`src/hw/rtl/psrl_pkg.sv`:
```
// ----------------------------------------------------------------------------
// psrl_pkg: shared types and constants of the per-source rate limiter
// Holds the request classes, table row layout, result codes and register map.
// ----------------------------------------------------------------------------
package psrl_pkg;

  localparam int TABLE_ENTRIES_DEF = 128;
  localparam int Q_DEPTH           = 4;
  localparam int Q_PTR_W           = 2;
  localparam int STAMP_W           = 48;

  localparam logic [15:0] ETH_HEADER_BYTES = 16'd14;
  localparam logic [15:0] IPV4_MIN_FRAME   = 16'd34;
  localparam logic [15:0] KIND_IPV4        = 16'h0800;
  localparam logic [63:0] ONE_SECOND_NS    = 64'd1000000000;
  localparam logic [31:0] PACKETS_MAX      = 32'hFFFF_FFFF;
  localparam logic [39:0] BYTES_MAX        = 40'hFF_FFFF_FFFF;

  localparam logic [31:0] PACKET_LIMIT_RST = 32'd100;
  localparam logic [31:0] BYTE_LIMIT_RST   = 32'd100000;

  // Register indexes (word addresses)
  localparam logic [1:0] REG_PACKET_LIMIT    = 2'd0;
  localparam logic [1:0] REG_BYTE_LIMIT      = 2'd1;
  localparam logic [1:0] REG_UNBLOCK_SECONDS = 2'd2;
  localparam logic [1:0] REG_UNBLOCK_ENABLED = 2'd3;

  // Verdict codes
  localparam logic [1:0] VERDICT_PASS  = 2'd0;
  localparam logic [1:0] VERDICT_DROP  = 2'd1;
  localparam logic [1:0] VERDICT_ABORT = 2'd2;

  // Cause codes
  localparam logic [2:0] CAUSE_NOT_IPV4  = 3'd0;
  localparam logic [2:0] CAUSE_WITHIN    = 3'd1;
  localparam logic [2:0] CAUSE_STILL     = 3'd2;
  localparam logic [2:0] CAUSE_NEW_BLOCK = 3'd3;
  localparam logic [2:0] CAUSE_RELEASED  = 3'd4;
  localparam logic [2:0] CAUSE_MALFORMED = 3'd5;

  typedef enum logic [1:0] {
    CLS_SHORT,
    CLS_NONIP,
    CLS_IPV4
  } cls_t;

  typedef struct packed {
    cls_t        cls;
    logic [31:0] src;
    logic [15:0] bytes;
    logic [63:0] now;
  } q_item_t;

  typedef struct packed {
    logic               valid;
    logic [31:0]        key;
    logic               blocked;
    logic [STAMP_W-1:0] stamp;
    logic [31:0]        packets;
    logic [39:0]        bytes;
    logic [63:0]        wend;
  } row_t;

  typedef struct packed {
    logic [31:0] packet_limit;
    logic [31:0] byte_limit;
    logic [61:0] delay_ns;
    logic        unblock_enabled;
  } cfg_t;

  typedef enum logic [2:0] {
    ST_CLEAR,
    ST_IDLE,
    ST_SCAN,
    ST_EVAL1,
    ST_EVAL2
  } bk_state_t;

endpackage

```
`src/hw/rtl/psrl_front.sv`:
```
// ----------------------------------------------------------------------------
// psrl_front: input stage
// Accepts frame requests and classifies them as short, non-IPv4 or IPv4.
// ----------------------------------------------------------------------------
module psrl_front (
  input  logic              in_tvalid,
  output logic              in_tready,
  input  logic [127:0]      in_tdata,
  input  logic              q_full,
  output logic              push,
  output psrl_pkg::q_item_t push_item
);

  logic [15:0] frame_length;
  logic [15:0] ether_kind;

  assign frame_length = in_tdata[15:0];
  assign ether_kind   = in_tdata[31:16];

  // Accept whenever the queue has room
  assign in_tready = !q_full;
  assign push      = in_tvalid && !q_full;

  // Classify the frame
  always_comb begin
    push_item.src   = in_tdata[63:32];
    push_item.now   = in_tdata[127:64];
    push_item.bytes = frame_length - psrl_pkg::ETH_HEADER_BYTES;
    if (frame_length < psrl_pkg::ETH_HEADER_BYTES) begin
      push_item.cls = psrl_pkg::CLS_SHORT;
    end else if (ether_kind != psrl_pkg::KIND_IPV4) begin
      push_item.cls = psrl_pkg::CLS_NONIP;
    end else if (frame_length < psrl_pkg::IPV4_MIN_FRAME) begin
      push_item.cls = psrl_pkg::CLS_SHORT;
    end else begin
      push_item.cls = psrl_pkg::CLS_IPV4;
    end
  end

endmodule

```
`config.mk`:
```
export PLATFORM = sky130hd
export DESIGN_NAME = psrl_front
export DESIGN_NICKNAME = d
export VERILOG_FILES = /design/src/hw/rtl/psrl_pkg.sv /design/src/hw/rtl/psrl_front.sv
export SDC_FILE = /design/constraint.sdc
export NUM_CORES = 1
export LEC_CHECK = 0
export BUFFER_PORTS_ARGS = -buffer_cell sky130_fd_sc_hd__buf_4
export CORE_AREA = 2 2 96 98
export DETAILED_ROUTE_END_ITERATION = 12
export DIE_AREA = 0 0 98 100
export SLEW_MARGIN = 20
export SYNTH_ARGS = -nofsm -noshare
export SYNTH_HDL_FRONTEND = slang
export SYNTH_SLANG_ARGS = --single-unit
```
`constraint.sdc`:
```
create_clock -name vclk -period 2.84
set_input_delay 0.142 -clock vclk [all_inputs]
set_output_delay 0.142 -clock vclk [all_outputs]
set_load 0.05 [all_outputs]
```
==> reports/metrics.csv <==
stage;metric;value;unit
status;status;finished clean;
floorplanning;Initial Util;12.4;%
cts;Post-CTS Setup Inserts;0;
floorplanning;Die ar.;9800;µm²
critical_path;critical-path maximum fanout;4;
logic_synthesis;top cells by area, synth;buf_4 66%, xor2_1 7.2%, xnor2_1 3.2%, a2111oi_4 2.5%, nor4b_4 2.2%;
sta;Max Clock Freq;545;MHz
logic_synthesis;syn_area_per_cell;7.75;µm²
logic_synthesis;post-synth top area share;66.1;%
logic_synthesis;Syn Std Cell Area;1100;µm²
floorplanning;DIE HEIGHT;100;µm
grt;largest net degree at the start of global routing;7;
drt;DR DRC count;0;
layout;Ant. Diodes;0;
critical_path;CP arrival;1.69;ns
drt;DR vias;672;
sta;Final WS setup;1.01;ns
drt;post-route ant nets;0;
sta;Final Critical Period;1.83;ns
logic_synthesis;syn nets;273;
grt;first-pass GRT wire length;4.86;mm
layout;Final #Nets;230;
logic_synthesis;post-synthesis sequential area ratio;0;%
sta;setup TNS;0;ns
layout;clock buf count;0;
critical_path;CP required;2.70;ns
drt;drt total wl;3.64;mm
placement;GPL Wtd Cong;0.711;
grt;global-route usage over all layers;6.62;%
critical_path;critical setup path kind;in2out;
cts;Post-CTS Hold Fix Bufs;0;
drt;DRT iter0 DRCs;8;
layout;commonest non-fill, non-tap cell in the layout;buf_4;
drt;routed wire length per instance;17.5;µm
layout;sequential cell count;0;
drt;Initial DRT Pass Iterations;3;
floorplanning;Rows;35;
grt;vias in the first global route;732;
floorplanning;Die Width;98;µm
floorplanning;top-level I/O count;246;
sta;final setup violation count;0;
layout;Fillers;1027;
layout;area grow syn2layout;-18.1;%
placement;Post-DP HPWL;3.35;mm
layout;most frequent cells in the layout;52 x buf_4, 9 x xor2_1, 6 x nor2_1, 4 x xnor2_1;
power;VDD IR max;0.0000535;V
layout;Register Area;0;µm²
critical_path;Worst Setup End Kind;output pin;
sta;unrepaired setup endpoints after global routing;no;
placement;port bufs;52;
sta;Slew Viols, Final;0;
sta;final worst-path cycle share;64.6;%
sta;Slew Limit Headroom;67.9;%
power;power per cell area;188;nW/µm²
flow_run;Max Cap Viol;0;
logic_synthesis;Syn. warnings;0;
grt;Remaining Overflow, GRT;0;
sta;Worst-Margin Slew;0.478;ns
logic_synthesis;Syn Inst Count;142;
grt;initial antenna violation count;0;
floorplanning;core area;8890;µm²
cts;Post-CTS Resized;0;
sta;final hold vios;0;
hold_path;WHS Endpoint;push_item[15];
layout;share of cells above drive strength 1;59.8;%
placement;Place WS;0.995;ns
hold_path;Hold WC Path Type;in2out;
logic_synthesis;post-synthesis cell type count;24;
power;leakage power;0.377;nW
drt;Vias per Instance;3.23;
hold_path;Hold Path Origin;in_tdata[79];
hold_path;Hold Path Depth;0;
critical_path;Startpoint Class;input pin;
logic_synthesis;largest area contributor in the synthesized netlist;buf_4;
synthesized netlist by cell type (all sizes together):
library cell	instances
a21oi	2
nor3b	1
nor2b	1
a2111oi	1
o41ai	1
buf	97
nand3b	1
and3	1
nand3	1
nor2	6
nand2b	1
ha	1
nand2	3
nor4	5
nor4b	2
and4	1
xor2	9
xnor2	4
inv	2
o31a	1
nor3	1
worst max-delay path by stage:
| stage | startpoint | cells past startpoint | end |
|---|---|---|---|
| final | in_tdata[1] | 7 | push_item[77] |
| after floorplan | in_tdata[1] | 5 | push_item[77] |
| after global placement | in_tdata[1] | 7 | push_item[77] |
| after global routing | in_tdata[1] | 7 | push_item[77] |
| after detailed placement | in_tdata[1] | 7 | push_item[77] |
| after CTS | in_tdata[1] | 7 | push_item[77] |
where the power goes:
| group | internal [W] | leakage, nW | switching [W] | total [W] |
|---|---|---|---|---|
| Combinational | 0.0000657 | 0.377 | 0.000104 | 0.000169 |
| Sequential | 0 | 0 | 0 | 0 |
| Clock | 0 | 0 | 0 | 0 |
| Total | 0.0000657 | 0.377 | 0.000104 | 0.000169 |
layout make-up:
| cell class | count | area, µm² | area share, % |
|---|---|---|---|
| well taps | 111 | 139 | 15.4 |
| repair buffers | 52 | 390 | 43.3 |
| inverters | 2 | 7.51 | 0.832 |
| multi-input cells | 43 | 365 | 40.5 |
metal layers:
layer	GRT usage, %	vias to the layer above	wire, µm
met5	0	-	0
met4	4.59	0	270
met3	6.13	36	885
met2	11.8	88	1730
met1	4.12	278	748
li1	-	270	-
critical path, stage by stage:
cell and delay [ns]:
buf_4 0.12, ha_1 0.25, a2111oi_4 0.47, nand2b_4 0.14, nor3b_2 0.19, xor2_1 0.16
buf_4 0.21
kinds of logic (layout without fill, tap and decap cells):
kind of cell	Yosys count	in the layout	synth area share, %
buffers and inverters	99	54	66.8
and+or+nand+nor	24	24	16.7
xor gates and xnor gates	13	13	10.3
AOI/OAI and AO/OA	5	5	5.00
adders and majority gates	1	1	1.14
stage by stage:
stage,power (W),area (µm²),std cells,hold WS [ns],util [%]
CTS,0.000171,902,208,0.284,10.1
finish,0.000169,902,208,0.284,10.1
floorplan,0.000458,1100,142,0.451,-
detailed placement,0.000171,902,208,0.284,10.1
global route,0.000178,902,208,0.284,10.1
global placement,0.000170,902,208,0.284,10.1
(Power assumes the default switching activity.)
