File: src/hw/rtl/psrl_pkg.sv
// ----------------------------------------------------------------------------
// psrl_pkg: shared types and constants of the per-source rate limiter
// Holds the request classes, table row layout, result codes and register map.
// ----------------------------------------------------------------------------
package psrl_pkg;

  localparam int TABLE_ENTRIES_DEF = 128;
  localparam int Q_DEPTH           = 4;
  localparam int Q_PTR_W           = 2;
  localparam int STAMP_W           = 48;

  localparam logic [15:0] ETH_HEADER_BYTES = 16'd14;
  localparam logic [15:0] IPV4_MIN_FRAME   = 16'd34;
  localparam logic [15:0] KIND_IPV4        = 16'h0800;
  localparam logic [63:0] ONE_SECOND_NS    = 64'd1000000000;
  localparam logic [31:0] PACKETS_MAX      = 32'hFFFF_FFFF;
  localparam logic [39:0] BYTES_MAX        = 40'hFF_FFFF_FFFF;

  localparam logic [31:0] PACKET_LIMIT_RST = 32'd100;
  localparam logic [31:0] BYTE_LIMIT_RST   = 32'd100000;

  // Register indexes (word addresses)
  localparam logic [1:0] REG_PACKET_LIMIT    = 2'd0;
  localparam logic [1:0] REG_BYTE_LIMIT      = 2'd1;
  localparam logic [1:0] REG_UNBLOCK_SECONDS = 2'd2;
  localparam logic [1:0] REG_UNBLOCK_ENABLED = 2'd3;

  // Verdict codes
  localparam logic [1:0] VERDICT_PASS  = 2'd0;
  localparam logic [1:0] VERDICT_DROP  = 2'd1;
  localparam logic [1:0] VERDICT_ABORT = 2'd2;

  // Cause codes
  localparam logic [2:0] CAUSE_NOT_IPV4  = 3'd0;
  localparam logic [2:0] CAUSE_WITHIN    = 3'd1;
  localparam logic [2:0] CAUSE_STILL     = 3'd2;
  localparam logic [2:0] CAUSE_NEW_BLOCK = 3'd3;
  localparam logic [2:0] CAUSE_RELEASED  = 3'd4;
  localparam logic [2:0] CAUSE_MALFORMED = 3'd5;

  typedef enum logic [1:0] {
    CLS_SHORT,
    CLS_NONIP,
    CLS_IPV4
  } cls_t;

  typedef struct packed {
    cls_t        cls;
    logic [31:0] src;
    logic [15:0] bytes;
    logic [63:0] now;
  } q_item_t;

  typedef struct packed {
    logic               valid;
    logic [31:0]        key;
    logic               blocked;
    logic [STAMP_W-1:0] stamp;
    logic [31:0]        packets;
    logic [39:0]        bytes;
    logic [63:0]        wend;
  } row_t;

  typedef struct packed {
    logic [31:0] packet_limit;
    logic [31:0] byte_limit;
    logic [61:0] delay_ns;
    logic        unblock_enabled;
  } cfg_t;

  typedef enum logic [2:0] {
    ST_CLEAR,
    ST_IDLE,
    ST_SCAN,
    ST_EVAL1,
    ST_EVAL2
  } bk_state_t;

endpackage

File: src/hw/rtl/psrl_queue.sv
// ----------------------------------------------------------------------------
// psrl_queue: short request queue
// Decouples the classifying front from the table engine.
// ----------------------------------------------------------------------------
module psrl_queue (
  input  logic              clk,
  input  logic              rst_n,
  input  logic              push,
  input  psrl_pkg::q_item_t push_item,
  input  logic              pop,
  output logic              q_valid,
  output logic              q_full,
  output psrl_pkg::q_item_t q_item
);

  psrl_pkg::q_item_t slots_r [psrl_pkg::Q_DEPTH];
  logic [psrl_pkg::Q_PTR_W-1:0] wr_ptr_r, wr_ptr_nxt;
  logic [psrl_pkg::Q_PTR_W-1:0] rd_ptr_r, rd_ptr_nxt;
  logic [psrl_pkg::Q_PTR_W:0]   count_r, count_nxt;

  assign q_valid = (count_r != '0);
  assign q_full  = (count_r == (psrl_pkg::Q_PTR_W + 1)'(psrl_pkg::Q_DEPTH));
  assign q_item  = slots_r[rd_ptr_r];

  // Advance pointers and count
  always_comb begin
    wr_ptr_nxt = push ? wr_ptr_r + 1'b1 : wr_ptr_r;
    rd_ptr_nxt = pop ? rd_ptr_r + 1'b1 : rd_ptr_r;
    count_nxt  = count_r;
    if (push && !pop) begin
      count_nxt = count_r + 1'b1;
    end else if (!push && pop) begin
      count_nxt = count_r - 1'b1;
    end
  end

  always_ff @(posedge clk) begin
    if (!rst_n) begin
      wr_ptr_r <= '0;
      rd_ptr_r <= '0;
      count_r  <= '0;
    end else begin
      wr_ptr_r <= wr_ptr_nxt;
      rd_ptr_r <= rd_ptr_nxt;
      count_r  <= count_nxt;
    end
  end

  // Store pushed requests
  always_ff @(posedge clk) begin
    if (push) begin
      slots_r[wr_ptr_r] <= push_item;
    end
  end

endmodule

File: config.mk
export PLATFORM = sky130hd
export DESIGN_NAME = psrl_queue
export DESIGN_NICKNAME = d
export VERILOG_FILES = /design/src/hw/rtl/psrl_pkg.sv /design/src/hw/rtl/psrl_queue.sv
export SDC_FILE = /design/constraint.sdc
export NUM_CORES = 1
export LEC_CHECK = 0
export BUFFER_PORTS_ARGS = -buffer_cell sky130_fd_sc_hd__buf_2
export CAP_MARGIN = 20
export CORE_ASPECT_RATIO = 0.6
export CORE_MARGIN = 1
export CORE_UTILIZATION = 55
export DETAILED_ROUTE_END_ITERATION = 8
export GPL_ROUTABILITY_DRIVEN = 0
export MAX_ROUTING_LAYER = met4
export PLACE_DENSITY = 0.77
export SYNTH_ARGS = -nofsm -noshare
export SYNTH_HDL_FRONTEND = slang
export SYNTH_SLANG_ARGS = --single-unit
File: constraint.sdc
create_clock -name clk -period 12.4 [get_ports clk]
set_input_delay 2.48 -clock clk [delete_from_list [all_inputs] [get_ports clk]]
set_output_delay 2.48 -clock clk [all_outputs]
set_load 0.005 [all_outputs]
==> results of run 1 <==
## per-stage QoR
step	instance area [µm²]	total power, W	hold slack (ns)
final	19800	0.00336	0.503
after global routing	19800	0.00347	0.538
after CTS	19800	0.00339	0.509
after detailed placement	18500	0.00216	0.500
after global placement	18500	0.00215	0.483
after floorplan	16900	0.00203	0.467
## final cells by class
type	count	share of cell area, %
Inverter	4	0.0759
Sequential cell	465	70.2
Multi-Input combinational cell	144	14.3
Antenna cell	7	0.0886
Clock buffer	52	5.61
Tap cell	408	2.58
Clock inverter	24	0.968
Timing Repair Buffer	240	6.16
## metal layers
metal  wire length, µm  share of wire (%)  GRT usage [%]
met1             13200                 43           28.1
met2             14500                 47           30.5
met3              2610                8.5           6.13
met4               439                1.4           4.81
met5                 0                  0              -
## cells in the mapped netlist (3+ instances only)
cell / count
ha_1: 5
dfxtp_1: 9
and2_1: 9
buf_8: 7
buf_2: 13
clkbuf_1: 5
inv_1: 4
edfxtp_1: 456
mux4_2: 114
xor2_1: 3
## registers in the layout (all words and copies together), names as in the netlist, named ones only
register	count
slots_r	456
wr_ptr_r	2
rd_ptr_r	2
count_r	3
## worst max-delay path, cell delays in order, from the launching register on
cell	delay (ns)
dfxtp_4	0.95
buf_4	0.76
mux4_2	0.61
buf_2	0.16
## cells by family (layout without fill, tap and decap cells)
kind of cell	Yosys count	count (layout)
adder cells (fa/ha/maj)	6	6
AND/OR/NAND/NOR	15	15
multiplexers	116	116
other	0	7
XOR/XNOR	5	5
AO/OA/AOI/OAI	2	2
flip-flops	465	465
buffers and inverters	30	320
## power by group through the flow
stage	logic, W	registers, W	clock network, W
after CTS	0.000288	0.00184	0.00126
after floorplan	0.000175	0.00186	0
after detailed placement	0.000287	0.00187	0
after global placement	0.000281	0.00187	0
after global routing	0.000306	0.00185	0.00132
final	0.000282	0.00184	0.00124
## worst paths after layout
| check | slack (ns) | to | cells after the start |
|---|---|---|---|
| setup / recovery | 6.84 | q_item[53] | 3 |
| hold / removal | 0.50 | count_r[2] | 2 |
| setup reg to reg | 9.87 | slots_r[2][93] | 4 |
| hold reg to reg | 0.50 | count_r[2] | 2 |
==> metrics, run 1 <==
Max FO, Critical Path=44; Worst Tran Pin Value=1.03 ns; worst setup margin=6.84 ns; Max Root-Sink Buffers=3; vias in the first global route=7,808; Sequential Area=13,900 µm²; Setup WS pre-CTS=7.30 ns; Max-slew headroom=31.6%; outcome=complete, no violations; DRT Pass-1 Iters=5; Fin. Hold Viols=0; number of synthesized register bits=465; initial antenna violation count=7; Final Setup Violations=0; # Max-Cap Violations=0; Root Driver=clkbuf_16; Synth Area in Simple Gates=0.548%; grt total ovfl=0; routed len/inst=22.9 µm; Clk network pwr share=36.8%; I/O pin count=234; Via Count=7,460; Die Area=31,500 µm²; Layout fillers=1,912; Worst-path clk slew=0.06 ns; Synth Area in XOR/XNOR=0.259%; top post-synthesis cells by area=edfxtp_1, mux4_2, dfxtp_1, buf_8, buf_2; Residual DRC=0; Tmin final=5.56 ns; dpl cells=1,261; # rows=49; Synth warnings=0; Synth area leader=edfxtp_1; main combinational cell family by area after synthesis=multiplexers; CTS tree=done; P&R area growth vs syn=16.9%; part of the power in combinational logic=8.4%; internal power=0.00265 W; Required @ worst endpoint=9.92 ns; Synth top area share=81.0%; critical path arrival=3.08 ns; Net Switching=0.000710 W; setup TNS=0 ns; Sink Count=465; initial core utilization=56.2%; power per standard cell area=170 nW/µm²; Hold Crit Start=count_r[2]; Synth cell types=20; total CTS buffers=41; RSZ-0062 raised after global routing=false; Final Non-Filler Cells=1,344; Post-Syn Nets=763; Post-synth EDFFs=456; # port buffers=233; share of cells above drive strength 1=44.6%; leakage power=6.61 nW; Sequential Power Share=54.8%; post-route ant nets=0; drt total wl=30.7 mm; gr usage total=20.4%; Post-synth ARST share=0%; Worst Setup End Kind=primary output; DRT iter0 DRCs=532; maximum VDD drop=0.000112 V; Post-CTS Setup Bufs=0; die width=228 µm; Mapped Avg Cell Area=26.5 µm²; commonest cells after routing, fill and taps aside=edfxtp_1, buf_2, mux4_2, clkbuf_16, clkinv_1; Compound-Gate Fraction of Synth Area=0.0740%; sequential share of the synthesized area=82.1%; FF-to-FF Start=wr_ptr_r[0]; worst skew pair latency=0.54 ns; Slew Limit Fails=0; largest net degree at the start of global routing=71; post-DR vias/cell=5.55; fmax=180 MHz; most common cell after layout, fill and taps aside=edfxtp_1; htree depth=2; Final #Nets=1,020; Netlist Area Pre-Place=16,900 µm²; first-pass GRT wire length=45.9 mm; fin crit share=44.8%; footprint of the multi-input gates=2830 µm²; crit start category=flop; Final Util=65.7%; post-cts resize count=0; Mapped Cells=639; Synth Area in Adders=0.488%; # hold bufs at CTS=0; Crit Path Class=flop to primary output; post-synthesis mux area share=15.3%; Most used DFF post-synth=edfxtp_1; die height=138 µm; Layout Skew=0.0131 ns; core region area=30,100 µm²; hold crit path type=flop to flop; switching share of power=21.1%
(Power assumes the default switching activity.)
==> run 2: changes to the inputs <==
--- a/config.mk
+++ b/config.mk
@@ -5,6 +5,7 @@
 export SDC_FILE = /design/constraint.sdc
 export NUM_CORES = 1
 export LEC_CHECK = 0
+export ABC_AREA = 1
 export BUFFER_PORTS_ARGS = -buffer_cell sky130_fd_sc_hd__buf_2
 export CAP_MARGIN = 20
 export CORE_ASPECT_RATIO = 0.6
==> constraint.sdc (replaced) <==
create_clock -name clk -period 5.2 [get_ports clk]
set_input_delay 1.04 -clock clk [delete_from_list [all_inputs] [get_ports clk]]
set_output_delay 1.04 -clock clk [all_outputs]
set_load 0.005 [all_outputs]
==> run 2 against run 1 <==
Effect of this change:
- die area increased by 3.1%
- area after synthesis increased by 3.1%
- routed wire length increased by 19%
- design area increased by 1.9%
- sequential power increased by 140%
- register-to-register slack got worse by 7.0 ns
- first-iteration DRC count increased by 86%
- clock power increased to 2.5 times the previous value
- sequential share of layout area decreased by 1.3 points
- non-clock buffer count increased by 7
- critical endpoint is now q_item[21]
==> metrics, run 2 <==
Final Setup Violations=0 (unchanged); Required @ worst endpoint=4.16 ns (-5.76 ns); total CTS buffers=42 (+2.4%); htree depth=2 (unchanged); part of the power in combinational logic=8.4% (about the same); Netlist Area Pre-Place=17,400 µm² (+3.1%); RSZ-0062 raised after global routing=false; post-cts resize count=0 (unchanged); DRT iter0 DRCs=987 (+86%); maximum VDD drop=0.000328 V (+190%); drt total wl=36.7 mm (+19%); Fin. Hold Viols=0 (unchanged); initial antenna violation count=3 (-4); CP max stage delay=0.44 ns (-0.51 ns); first-pass GRT wire length=56.0 mm (+22%); Post-Syn Nets=1,285 (+68%); post-route ant nets=0 (unchanged); Worst Tran Pin Value=1.29 ns (+0.261 ns); Worst Reg2Reg Path Length in Cells=5 (+1); grt total ovfl=0 (unchanged); FF-to-FF Start=wr_ptr_r[0]; Max-slew headroom=14.2% (-17 points); dpl hpwl=20.0 mm; Crit Path Class=flop to primary output; Net Switching=0.00181 W (+160%); Max Root-Sink Buffers=3 (unchanged); switching share of power=22.3% (+1.2 points); Mapped Avg Cell Area=15.0 µm² (-43%); dpl cells=1,749 (+39%); Die Area=32,400 µm² (+3.1%); Most used DFF post-synth=edfxtp_1; post-route cell area=20,100 µm² (+1.9%); Synth cell types=23 (+15%); Top reg by flops=slots_r; vias in the first global route=9,981 (+28%); I/O pin count=234 (unchanged); largest net degree at the start of global routing=229 (+220%); fmax=272 MHz; most common cell after layout, fill and taps aside=edfxtp_1; sequential share of the synthesized area=79.6% (-2.5 points); Clk network pwr share=38.2% (+1.4 points); Synth top area share=78.5% (-2.4 points); largest registers=slots_r: 456 flops, count_r: 3 flops; CTS tree=done; die width=232 µm (+1.5%); die height=140 µm (+1.5%); Final Non-Filler Cells=1,831 (+36%); most frequent cell after synthesis=edfxtp_1; Worst Setup End Kind=primary output; post-place instance area=18,700 µm² (+1.5%); Largest register FFs=456 (unchanged); fin crit share=70.6%; Hold Crit Start=rd_ptr_r[1]; commonest cells after routing, fill and taps aside=edfxtp_1, nor2_1, buf_2, o21ai_1, o21ai_0; Via Count=10,300 (+38%); core region area=31,200 µm² (+3.5%); Post-synth ARST share=0% (unchanged); share of cells above drive strength 1=22.5% (-22 points); internal power=0.00629 W (+140%); outcome=complete, no violations; Sink Count=465 (unchanged); Slew Limit Fails=0 (unchanged); Mapped Cells=1,161 (+82%); Post-synth EDFFs=456 (unchanged); Residual DRC=0 (unchanged); P&R area growth vs syn=15.5%; Tmin final=3.67 ns; # rows=50 (+2.0%); setup TNS=0 ns (unchanged); initial core utilization=56.0% (-0.21 points); routed len/inst=20.0 µm (-12%); hold crit path type=flop to flop; Synth top cells by count=edfxtp_1, nor2_1, o21ai_0, o21ai_1, o22ai_1; Final #Nets=1,502 (+47%); Layout fillers=2,228 (+17%); hold path cells=1 (-1); WP buf/inv=2 (unchanged); FF-to-FF setup slack=2.90 ns (-6.97 ns); Root Driver=clkbuf_16; Worst-path clk slew=0.06 ns (about the same); # Max-Cap Violations=0 (unchanged); top post-synthesis cells by area=edfxtp_1, nor2_1, o22ai_1, o21ai_0, o21ai_1; Sequential Power Share=53.4% (-1.4 points); worst path cell trace=buf_12, o21ai_0, o22ai_1, buf_2; post-DR vias/cell=5.62 (+1.3%); Layout Skew=0.0145 ns (+0.00140 ns); crit start category=flop; delay-heaviest family, CP=compound AO/OA/AOI/OAI gates; worst skew pair latency=0.55 ns (about the same); # port buffers=233 (unchanged); CP max-delay cell=buf_12; Synth warnings=0 (unchanged); number of synthesized register bits=465 (unchanged); DRT Pass-1 Iters=7 (+2); leakage power=7.02 nW (+6.3%); power per standard cell area=402 nW/µm² (+140%); RR Endpoint=slots_r[0][85]; # hold bufs at CTS=0 (unchanged); Max FO, Critical Path=228 (+420%); critical path arrival=2.63 ns (-0.45 ns); Synth area leader=edfxtp_1; gr usage total=23.2% (+2.8 points); Post-CTS Setup Bufs=0 (unchanged)
-- run 2: area by class of cell --
cell class,count,area [µm²],area share [%]
diodes,3,7.51,0.0373
flip-flops and latches,465,13900,68.9
clock inverters,28,235,1.17
clock buffers,50,1140,5.68
inverters,17,80.1,0.398
repair buffers,247,1350,6.72
multi-input cells,605,2920,14.5
well taps,416,520,2.58
-- run 2: logic make-up after synthesis --
family	count (synthesis)	share of synthesized area, %
flip-flops	465	79.6
buffers and inverters	91	3.67
adder cells (fa/ha/maj)	6	0.474
AO/OA/AOI/OAI	352	10.9
AND/OR/NAND/NOR	247	5.35
-- run 2: worst max path at each step --
stage | slack (ns) | start | cells past startpoint | to
finish | 1.53 | flop | 4 | q_item[21]
global route | 1.45 | flop | 5 | q_item[24]
CTS | 1.61 | flop | 5 | q_item[70]
detailed placement | 2.22 | flop | 5 | q_item[25]
global placement | 2.27 | flop | 5 | q_item[24]
floorplan | 1.46 | push | 2 | slots_r[0][0]
-- run 2: power groups by stage --
stage | clock [W] | combinational, W | sequential, W
after floorplan | 0 | 0.000389 | 0.00441
after global placement | 0 | 0.000665 | 0.00440
after detailed placement | 0 | 0.000683 | 0.00441
after CTS | 0.00315 | 0.000686 | 0.00433
after global routing | 0.00329 | 0.000754 | 0.00434
final | 0.00310 | 0.000682 | 0.00433
-- run 2: per-stage QoR --
step                util (%)  total power (W)  hold slack (ns)  setup WS [ns]
floorplan                  -          0.00480            0.412           1.46
global route            64.7          0.00838            0.470           1.45
finish                  64.7          0.00811            0.449           1.53
global placement        60.1          0.00507            0.432           2.27
CTS                     64.5          0.00816            0.443           1.61
detailed placement      60.1          0.00509            0.434           2.22
-- run 2: metal layers --
metal	vias to the layer above	share of wire [%]	track usage [%]
li1	4826	-	-
met1	5049	44	32.4
met2	372	46	34.7
met3	51	8.3	5.48
met4	0	1.7	5.82
met5	-	0	-
==> run 3: changes to the inputs <==
--- a/config.mk
+++ b/config.mk
@@ -10,11 +10,11 @@
 export CAP_MARGIN = 20
 export CORE_ASPECT_RATIO = 0.6
 export CORE_MARGIN = 1
-export CORE_UTILIZATION = 55
+export CORE_UTILIZATION = 52
 export DETAILED_ROUTE_END_ITERATION = 8
 export GPL_ROUTABILITY_DRIVEN = 0
 export MAX_ROUTING_LAYER = met4
-export PLACE_DENSITY = 0.77
+export PLACE_DENSITY = 0.76
 export SYNTH_ARGS = -nofsm -noshare
 export SYNTH_HDL_FRONTEND = slang
 export SYNTH_SLANG_ARGS = --single-unit
==> constraint.sdc (replaced) <==
create_clock -name clk -period 3.25 [get_ports clk]
set_input_delay 0.65 -clock clk [delete_from_list [all_inputs] [get_ports clk]]
set_output_delay 0.65 -clock clk [all_outputs]
set_load 0.005 [all_outputs]
==> run 3 against run 2 <==
Effect of this change:
- first-iteration DRC count increased by 8.3%
- power grew 59%
- via count is 0.74% higher
- sequential cell count is the same
- global-route usage shrank 1.5 points
- clock power up 56%
- routed wire length decreased by 1.0%
- critical path type unchanged
- largest power group unchanged
==> metrics, run 3 (synthesis results as in run 2) <==
Die Area=34,300 µm² (+5.7%); CP max stage delay=0.56 ns (+0.12 ns); largest net degree at the start of global routing=229 (unchanged); Worst Reg2Reg Path Length in Cells=5 (unchanged); initial core utilization=53.3% (-2.7 points); Final #Nets=1,500 (-0.13%); Hold Crit Start=push_item[107]; vias in the first global route=9,689 (-2.9%); grt total ovfl=0 (unchanged); hold path cells=1 (unchanged); total CTS buffers=42 (unchanged); Required @ worst endpoint=2.60 ns (-1.56 ns); most common cell after layout, fill and taps aside=edfxtp_1; Power Total=0.0129 W (+59%); setup TNS=0 ns (unchanged); die height=144 µm (+2.8%); dpl hpwl=19.3 mm (-3.5%); Largest register FFs=456 (unchanged); Worst-path clk slew=0.07 ns (about the same); Setup WS pre-CTS=0.761 ns (-1.46 ns); I/O pin count=234 (unchanged); largest registers=slots_r: 456 flops, count_r: 3 flops; worst setup margin=0.0767 ns (-1.45 ns); routed len/inst=19.5 µm (-2.8%); Post-CTS Setup Bufs=0 (unchanged); Top reg by flops=slots_r; CTS tree=done; Final Util=61.7% (-3.0 points); WHS Endpoint=slots_r[3][107]; DRT Pass-1 Iters=6 (-1); # Max-Cap Violations=0 (unchanged); outcome=complete, no violations; CP max-delay cell=buf_12; hold slack=0.317 ns (-0.132 ns); DRT iter0 DRCs=1,069 (+8.3%); RR Endpoint=slots_r[0][111]; Residual DRC=0 (unchanged); crit start category=flop; share of cells above drive strength 1=22.0% (-0.47 points); leakage power=6.98 nW (-0.67%); FF-to-FF setup slack=1.42 ns (-1.48 ns); Layout fillers=2,436 (+9.3%); worst skew pair latency=0.55 ns (about the same); Max-slew headroom=28.5% (+14 points); Layout Skew=0.0210 ns (+0.00651 ns); Root Driver=clkbuf_16; post-route ant nets=0 (unchanged); gr usage total=21.7% (-1.5 points); # port buffers=233 (unchanged); power per standard cell area=637 nW/µm² (+58%); Fin. Hold Viols=0 (unchanged); # rows=51 (+2.0%); initial antenna violation count=7 (+4); maximum VDD drop=0.000381 V (+16%); critical path arrival=2.52 ns (-0.11 ns); drt total wl=36.3 mm (-1.0%); post-DR vias/cell=5.57 (-1.0%); Max FO, Critical Path=228 (unchanged); first-pass GRT wire length=54.9 mm (-2.1%); # hold bufs at CTS=0 (unchanged); Max Root-Sink Buffers=3 (unchanged); Sink Count=465 (unchanged); commonest cells after routing, fill and taps aside=edfxtp_1, nor2_1, buf_2, o21ai_1, o21ai_0; Final Setup Violations=0 (unchanged); fin crit share=97.6%; Worst Setup End Kind=primary output; hold crit path type=input port to flop; Tmin final=3.17 ns; P&R area growth vs syn=15.8%; Crit Path Class=flop to primary output; Worst Tran Pin Value=1.07 ns (-0.215 ns); FF-to-FF Start=wr_ptr_r[0]; Via Count=10,400 (+0.74%); post-cts resize count=0 (unchanged); worst path cell trace=buf_12, o21ai_0, o22ai_1, buf_2; htree depth=2 (unchanged); die width=238 µm (+2.8%); fmax=315 MHz; Slew Limit Fails=0 (unchanged); core region area=32,700 µm² (+5.1%)
[run 3: cell type report]
class,instances,area (µm²),area share (%)
sequential,465,13900,68.7
multi-input combinational,605,2920,14.5
timing repair buffer,245,1390,6.90
clock buffer,54,1130,5.58
tap,450,563,2.79
clock inverter,20,205,1.02
inverter,17,85.1,0.421
antenna,8,20.0,0.0991
[run 3: worst max path at each step]
stage / to / slack (ns)
after floorplan: slots_r[0][0] / 0.45
after global placement: q_item[25] / 0.85
after detailed placement: q_item[32] / 0.76
after CTS: q_item[32] / 0.18
after global routing: q_item[26] / -0.06
final: q_item[32] / 0.08
[run 3: worst max-delay path: cells and delay by family, from the launching register on]
| kind | cells | cell delay [ns] |
|---|---|---|
| buffers and inverters | 2 | 0.74 |
| AO/OA/AOI/OAI | 2 | 0.59 |
| flip-flops | 1 | 0.38 |
[run 3: stage by stage]
step,instance area (µm²),instances
6_report,20200,1864
5_1_grt,20200,1863
4_1_cts,20200,1856
3_5_place_dp,18800,1782
3_3_place_gp,18800,1782
2_1_floorplan,17400,1161
[run 3: report_power, final]
part / switching [W] / internal, W / total (W)
clock network: 0.00207 / 0.00277 / 0.00484
logic: 0.000720 / 0.000385 / 0.00111
registers: 0.0000594 / 0.00686 / 0.00691
total: 0.00285 / 0.0100 / 0.0129
[run 3: per-layer routing]
metal / track usage [%] / wire length (µm)
met1: 30.7 / 15800
met2: 32.1 / 16900
met3: 4.28 / 2830
met4: 6.28 / 775
met5: - / 0
